## config.mk

```make
export PLATFORM = sky130hd
export DESIGN_NAME = lps_cell
export DESIGN_NICKNAME = d
export VERILOG_FILES = /design/src/rtl/core/lps_pkg.sv /design/src/rtl/core/lps_cell.sv
export SDC_FILE = /design/constraint.sdc
export NUM_CORES = 1
export LEC_CHECK = 0
export ABC_AREA = 1
export BUFFER_PORTS_ARGS = -buffer_cell sky130_fd_sc_hd__buf_2
export CAP_MARGIN = 10
export CORE_UTILIZATION = 39
export DETAILED_ROUTE_END_ITERATION = 10
export GPL_TIMING_DRIVEN = 1
export PLACE_DENSITY = 0.79
export SKIP_CTS_REPAIR_TIMING = 1
export SLEW_MARGIN = 20
export SYNTH_ARGS = -nofsm -noshare
export SYNTH_HDL_FRONTEND = slang
export SYNTH_SLANG_ARGS = --single-unit
```

## constraint.sdc

```tcl
create_clock -name aclk -period 3.3 [get_ports aclk]
set_input_delay 0.99 -clock aclk [delete_from_list [all_inputs] [get_ports aclk]]
set_output_delay 0.99 -clock aclk [all_outputs]
set_load 0.03 [all_outputs]
```

## src/rtl/core/lps_pkg.sv

```systemverilog
// Shared constants and types of the longest palindromic subsequence block.
`default_nettype none

package lps_pkg;

    // Fixed field widths
    localparam int SYM_W = 8;
    localparam int LEN_W = 8;

    // Default string capacity
    localparam int DEFAULT_MAX_LEN = 128;

    // Control bits of a wave travelling down the cell chain
    typedef struct packed {
        logic valid;  // a wave is present
        logic last;   // wave belongs to the final byte of a string
        logic upd;    // wave updates the column (clear: marker only)
    } wave_ctl_t;

endpackage : lps_pkg

`default_nettype wire

```

## src/rtl/core/lps_cell.sv

```systemverilog
// One cell of the chain: a stored byte, its column entry and the wave register.
`default_nettype none

module lps_cell
    import lps_pkg::*;
#(
    parameter int VAL_W = 8
) (
    input  wire logic             aclk,
    input  wire logic             aresetn,
    // injection of a new byte at this cell
    input  wire wave_ctl_t        inj,
    input  wire logic [SYM_W-1:0] inj_sym,
    // wave arriving from the cell above
    input  wire wave_ctl_t        in_ctl,
    input  wire logic [SYM_W-1:0] in_sym,
    input  wire logic [VAL_W-1:0] in_below,
    input  wire logic [VAL_W-1:0] in_inner,
    // wave leaving towards the cell below
    output wave_ctl_t             out_ctl,
    output logic      [SYM_W-1:0] out_sym,
    output logic      [VAL_W-1:0] out_below,
    output logic      [VAL_W-1:0] out_inner
);

    logic      [SYM_W-1:0] sym_reg,   sym_next;
    logic      [VAL_W-1:0] col_reg,   col_next;
    wave_ctl_t             ctl_reg,   ctl_next;
    logic      [SYM_W-1:0] osym_reg,  osym_next;
    logic      [VAL_W-1:0] below_reg, below_next;
    logic      [VAL_W-1:0] inner_reg, inner_next;

    logic                  match;
    logic      [VAL_W-1:0] cand;

    // recurrence: matching ends add two to the inner span, else the larger neighbour
    assign match = (in_sym == sym_reg);
    assign cand  = match ? (in_inner + VAL_W'(2))
                         : ((in_below > col_reg) ? in_below : col_reg);

    // next state of the stored byte, the column entry and the outgoing wave
    always_comb begin
        sym_next   = sym_reg;
        col_next   = col_reg;
        ctl_next   = '0;
        osym_next  = in_sym;
        below_next = col_reg;
        inner_next = col_reg;
        if (inj.valid) begin
            ctl_next  = inj;
            osym_next = inj_sym;
            if (inj.upd) begin
                // new byte starts its column here: single-byte span has length one
                sym_next   = inj_sym;
                col_next   = VAL_W'(1);
                below_next = VAL_W'(1);
                inner_next = '0;
            end
        end else if (in_ctl.valid) begin
            ctl_next = in_ctl;
            if (in_ctl.upd) begin
                col_next   = cand;
                below_next = cand;
            end
        end
    end

    // control register
    always_ff @(posedge aclk) begin
        if (!aresetn) begin
            ctl_reg <= '0;
        end else begin
            ctl_reg <= ctl_next;
        end
    end

    // payload registers
    always_ff @(posedge aclk) begin
        sym_reg   <= sym_next;
        col_reg   <= col_next;
        osym_reg  <= osym_next;
        below_reg <= below_next;
        inner_reg <= inner_next;
    end

    assign out_ctl   = ctl_reg;
    assign out_sym   = osym_reg;
    assign out_below = below_reg;
    assign out_inner = inner_reg;

endmodule : lps_cell

`default_nettype wire

```

### Word level (Yosys, flattened, before mapping)

Index checks and enable logic that the tools add are counted.
W data, S select, Z words.

* add/subtract/negate cells: 1
* multipliers: 0
* div/mod/pow operators: 0
* magnitude comparators: 1
* equal/unequal tests: 2
* shift-type cells: 0
* mux-type cells: 11
* bitwise gates (word level): 0
* reductions and logical operators: 5

Operators with widths (count)
* $mux W8: 9
* $add A8 B2 Y8 const B: 1
* $eq A8 B8 Y1: 1
* $gt A8 B8 Y1: 1
* $mux W3: 2
* $reduce_and A4 Y1: 1
* $reduce_bool A2 Y1: 2
* $reduce_bool A3 Y1: 1
* $ne A2 B2 Y1 const B: 1
* $reduce_and A2 Y1: 1

* flip-flop bits (word level): 35
* bits in latches: 0
* bits in writable memories: 0
* bits in read-only memories: 0
* bits of input ports: 40
* word-level logic and storage cells: 27
* memories: 0

### Longest topological paths before layout

Gate-level depths: netlist of run 1.

* depth in word-level cells: 6
* mapped depth: 11
* mapped depth without buffers: 11

### Least setup slack after synthesis of run 1

Ideal clock, no wire load.

* path kind: input to register
* start: in in_below[7]
* end: reg below_reg[0] (netlist: out_below[0]) (enable)
* library setup time: 345 ps
* arrival: 1914 ps
* data required time: 2955 ps
* slack: 1041 ps
* cell stages on the path: 7
* cell sequence: ha_1 nand2_1 nor2_1 nand2_1 nand2_1 nand2_1 a21oi_2

* word-level cells in the longest chain between the ends: 3

RTL lines
* start: declaration: RTL line lps_cell.sv:17 `input wire logic [VAL_W-1:0] in_below,`
* $gt A8 B8 Y1: RTL line lps_cell.sv:39 `: ((in_below > col_reg) ? in_below : col_reg);`
* $reduce_bool A3 Y1 (no source line)
* $reduce_and A4 Y1 (no source line)
* end signal: assignment: RTL line lps_cell.sv:82 `below_reg <= below_next;`
* end: declaration: RTL line lps_cell.sv:30 `logic [VAL_W-1:0] below_reg, below_next;`

No other way between the ends.
A chain may end at the register's enable or synchronous reset.

### Worst setup path after layout of run 1

* start: in in_below[7]
* end: reg below_reg[5] (netlist: out_below[5]) (enable)

Same word-level chain as after synthesis.

==> summary.txt, run 1 <==
Outcome
  • Outcome: complete, no violations

Power
  • Pleak: 1.124 nW
  • Peak VDD IR: 0.2133 mV
  • P per Cell Area: 471.1 nW/um2

Yosys
  • FF+latch count, synth: 35
  • Sequential share of the synthesized area: 52.56%
  • Synth top area share: 29.34%
  • Post-synth ARST share: 0%
  • Most used DFF post-synth: dfxtp_1
  • Ranking of synthesized cells by area: edfxtp_1, dfxtp_1, nand2_1, inv_1, nor2_1
  • Syn nets: 249
  • Mapped cell area: 1638 um2
  • Top-count cell post-synth: nand2_1
  • Largest area contributor in the synthesized netlist: edfxtp_1
  • Post-synthesis cell count: 200
  • Syn avg cell area: 8.189 um2
  • Top post-synthesis cells by count: nand2_1, inv_1, nor2_1
  • Number of synthesized flops with an enable pin: 16
  • Synth unique cells: 21
  • Ys Warns: 0

Floorplan
  • Core area: between 4000 and 5000 um2
  • Die Span X: 66.81 um
  • Die ar.: 4463 um2
  • Cell Rows: 23
  • Die Y-Extent: 66.81 um
  • Initial Utilization: between 40 and 50%
  • Ports: 67

Timing
  • Post-Route Setup TNS: 0 ps
  • Pins Over Slew Limit: 0
  • Final min period: 2311 ps
  • Slew Limit Headroom: 64.70%
  • Fmax: 0.4327 GHz
  • Clock Skews: 2.322 ps
  • Final worst-path cycle share: 70.04%
  • Final hold slack: ~500 ps
  • Fin. Hold Viols: 0
  • Slew @ Worst Pin: approximately 530 ps
  • RSZ-0062 raised after global routing: no
  • Final setup fails: 0

Global routing
  • First-pass GRT wire length: 5444 um
  • Met1 GRT Util: around a fifth
  • Vias in the first global route: around 1300
  • Initial antenna violation count: 0
  • Layer with the highest usage: met2
  • Pin count of the biggest net entering global routing: 22
  • M2 GR Usage: roughly 29%
  • Total GRT Usage: between 10% and 20%
  • Total congestion overflow: 0
  • Met3 usage: approximately 3.9%

Clock tree
  • CTS Root Buffer Type: clkbuf_8
  • CTS tree: yes
  • Cts bufs inserted: 5
  • Clock Sinks: 35
  • Clk slew on worst S/H paths: 70 ps
  • Clk Latency, worst-skew pair: 290 ps
  • CTS H-tree depth: 2
  • Maximum clock insertion buffer count: 2

Cells and area
  • Fin nets: between 300 and 400
  • Register area: 860.8 um2
  • Multi-input logic area: 628.1 um2
  • Fill cells: 407
  • Final std cells w/o fill: roughly 320
  • Layout area overhead: 28.65%
  • Fraction of layout instances using a drive strength above 1: 28.31%
  • Design area: 2107 um2
  • Antenna diodes: 0

Routing
  • WL/cell: 10.43 um
  • Initial drt markers: 70
  • Antenna-violating nets left: 0
  • Detailed Routing Iterations Pass 1: 4
  • Drt drc: 0
  • Via/cell ratio: 4.432
  • Vias after detailed routing: 1427
  • WL final: 3357 um

Critical path
  • R2r startpoint: out_below[7]$_SDFFCE_PP0P_
  • Crit path max fanout: 8
  • Startpoint Class: input port
  • Req. time, crit path: 3230 ps
  • CP Data Arrival Time: 2240 ps
  • Setup crit end kind: register
  • Setup CP Type: input port to register
  • Critical path origin: in_below[7]

Placed design
  • Final GP Congestion: 0.7324
  • HPWL after DPL: 2619 um
  • DP Cell Count: 314
  • Post-DP Area: about 2000 um2
  • PortBufs: 66

Flow run
  • Number of max-cap violations: 0

Worst hold path
  • Min-Delay Path Class: register to register
  • Worst min-delay path startpoint: out_below[1]$_SDFFCE_PP0P_
==> worst max-delay path: stages <==
cell,delay [ps]
buf_2,110
ha_1,290
nand2_1,70
nor2_1,160
nand2_1,70
nand2_1,60
nand2_1,60
a21oi_2,440
==> per-layer routing <==
layer / vias up / share of wire, %
met1: 607 / 43
met2: 53 / 47
met4: 0 / 2.3
met3: 7 / 7.4
met5: - / 0
li1: 760 / -
==> cells in the final DEF, fill, tap and decap left out, drive strengths merged <==
master,count
buf,67
nand2,56
nor2,34
inv,33
dfxtp,19
edfxtp,16
o21ai,12
ha,9
clkbuf,7
a21oi,5
nand3,3
xor2,3
clkinv,2
xnor2,2
o21a,1
nand4,1
a31oi,1
nor3,1
==> through the flow <==
step	total power (W)	worst slack, ps	utilization, %
floorplan	0.0006232	1041	-
global placement	0.0006868	720.7	50.06
detailed placement	0.0006903	666.6	50.06
CTS	0.001007	973.7	52.30
global route	0.001044	871.9	52.30
finish	0.0009926	988.7	52.30
==> final cells by class <==
class	instances	area share, %
clock buffers	7	4.097
clock inverters	1	0.1781
inverters	34	6.057
multi-input cells	128	29.81
flip-flops and latches	35	40.86
well taps	50	2.969
repair buffers	67	16.03
==> kinds of logic after synthesis <==
family / count (synthesis) / share of synthesized area [%]
buf+inv: 37 / 9.091
flops: 35 / 52.56
fa+ha+maj: 9 / 6.876
compound gates: 19 / 6.265
simple gates: 95 / 22.54
xor+xnor: 5 / 2.674
==> power by group <==
| group | internal, W | switching (W) |
|---|---|---|
| clock network | 0.000167 | 0.000147 |
| logic | 0.0000631 | 0.000119 |
| registers | 0.000486 | 0.0000103 |
==> final timing paths <==
kind                                     end  slack, ps  cells after the start
hold reg to reg         out_inner[1]$_DFF_P_        510                      2
setup / recovery  out_below[5]$_SDFFCE_PP0P_        990                      8
setup reg to reg  out_below[5]$_SDFFCE_PP0P_       1370                      8
hold / removal          out_inner[1]$_DFF_P_        510                      2
No activity file was read; power rests on OpenSTA's default activity.
==> inputs of run 2 (changes only) <==
==> constraint.sdc (replaced) <==
create_clock -name aclk -period 2.2 [get_ports aclk]
set_input_delay 0.66 -clock aclk [delete_from_list [all_inputs] [get_ports aclk]]
set_output_delay 0.66 -clock aclk [all_outputs]
set_load 0.03 [all_outputs]
==> run 2 against run 1 <==
- worst setup slack got worse by 580 ps
- critical path depth increased by 1
- die area unchanged
- design area increased by 1.8%
- cell count increased by 1.6%
- clock power increased by 50%
- combinational power increased by 56%
- sequential power increased by 50%
==> summary.txt, run 2 (synthesis results as in run 1) <==
Timing
  • Final setup fails: 0
  • Final worst-path cycle share: 81.53%
  • Post-Route Setup TNS: 0 ps
  • Slew @ Worst Pin: about 260 ps
  • Fmax: about 0.56 GHz
  • PnR worst setup slack: a little over 400 ps
  • Clock Skews: 7.075 ps
  • Pins Over Slew Limit: 0
  • Slew Limit Headroom: 82.43%
  • Final min period: ~1800 ps
  • RSZ-0062 raised after global routing: no
  • Fin. Hold Viols: 0

Critical path
  • Crit path max fanout: 4
  • Setup CP Type: input port to register
  • CP Data Arrival Time: around 1800 ps
  • Req. time, crit path: 2200 ps
  • Startpoint Class: input port
  • Setup crit end kind: register

Cells and area
  • Core Util, Final: 53.26%
  • Design area: around 2100 um2
  • Commonest non-fill, non-tap cell in the layout: buf_2
  • Fin nets: 325
  • Most frequent cells in the layout: buf_2, nand2_1, inv_1, nor2_1, dfxtp_1
  • Antenna diodes: 0
  • Layout area overhead: 31.02%
  • Fraction of layout instances using a drive strength above 1: 29.96%

Routing
  • Metal-1 WL: roughly 1500 um
  • Drt drc: 0
  • Top Layer Used: met4
  • Wire length on met2: 1620 um
  • WL final: ~3400 um
  • Antenna-violating nets left: 0
  • Initial drt markers: 59
  • WL/cell: 10.48 um
  • Via/cell ratio: 4.401
  • Detailed Routing Iterations Pass 1: 4
  • Metal3 WL: 308 um
  • Vias after detailed routing: 1439

Placed design
  • HPWL after DPL: ~2800 um
  • DP Worst Slack: 119.5 ps
  • Post-DP Area: 2054 um2
  • PortBufs: 66
  • Final GP Congestion: 0.8574

Global routing
  • First-pass GRT wire length: 5430 um
  • Vias in the first global route: 1314
  • Total GRT Usage: 16.59%
  • Total congestion overflow: 0
  • Pin count of the biggest net entering global routing: 17
  • Initial antenna violation count: 0

Floorplan
  • Die Span X: 66.81 um
  • Core area: 4029 um2
  • Die ar.: 4463 um2
  • Ports: 67
  • Die Y-Extent: 66.81 um
  • Cell Rows: 23
  • Initial Utilization: 40.65%

Outcome
  • Outcome: complete, no violations

Worst hold path
  • Min-Delay Path Class: register to register

Power
  • Peak VDD IR: 0.3132 mV
  • Total power: 0.001499 W
  • Pleak: 1.151 nW
  • P per Cell Area: around 700 nW/um2

Clock tree
  • Clk slew on worst S/H paths: 60 ps
  • Maximum clock insertion buffer count: 2
  • CTS tree: yes
  • Clk Latency, worst-skew pair: 280 ps
  • CTS Root Buffer Type: clkbuf_8
  • Cts bufs inserted: 5
  • CTS H-tree depth: 2
  • Clock Sinks: 35

Flow run
  • Number of max-cap violations: 0
[run 2: cell types whose count changed in the layout (fill, tap and decap cells not counted), sizes merged]
| cell | previous run | this run |
|---|---|---|
| buf | 67 | 72 |
[run 2: final timing paths]
kind / from / end / slack, ps / cells after the start
setup / recovery: in_below[7] / out_below[1]$_SDFFCE_PP0P_ / 410 / 9
hold / removal: out_below[2]$_SDFFCE_PP0P_ / out_inner[2]$_DFF_P_ / 520 / 2
setup reg to reg: out_below[7]$_SDFFCE_PP0P_ / out_below[1]$_SDFFCE_PP0P_ / 460 / 9
hold reg to reg: out_below[2]$_SDFFCE_PP0P_ / out_inner[2]$_DFF_P_ / 520 / 2
[run 2: where the power goes]
part / switching, W / leakage, nW / internal [W]
clock network: 0.000219 / 0.0482 / 0.000252
logic: 0.000181 / 0.792 / 0.000103
registers: 0.0000150 / 0.311 / 0.000729
[run 2: cell type report]
cell class                 count  area (um2)
fill                         402        1883
sequential                    35       860.8
multi-input combinational    128       628.1
timing repair buffer          72       375.4
inverter                      34       127.6
clock buffer                   7       86.33
tap                           50       62.56
clock inverter                 1       5.005
[run 2: worst max-delay path, stage by stage]
cell     delay (ps)
buf_2           120
ha_1            300
nand2_1          70
nor2_1          150
nand2_1          70
nand2_1          60
nand2_1          60
a21oi_2         150
buf_4           150
[run 2: metal layers]
metal | global-route usage [%] | up-vias
li1 | - | 766
met1 | 18.98 | 611
met2 | 29.04 | 59
met3 | 5.479 | 3
met4 | 4.787 | 0
met5 | 0 | -
[run 2: per-stage QoR]
step / hold slack [ps] / cells
after floorplan: 707.2 / 200
final: 517.9 / 327
after CTS: 528.1 / 327
after detailed placement: 513.1 / 319
after global placement: 510.2 / 319
after global routing: 559.8 / 327
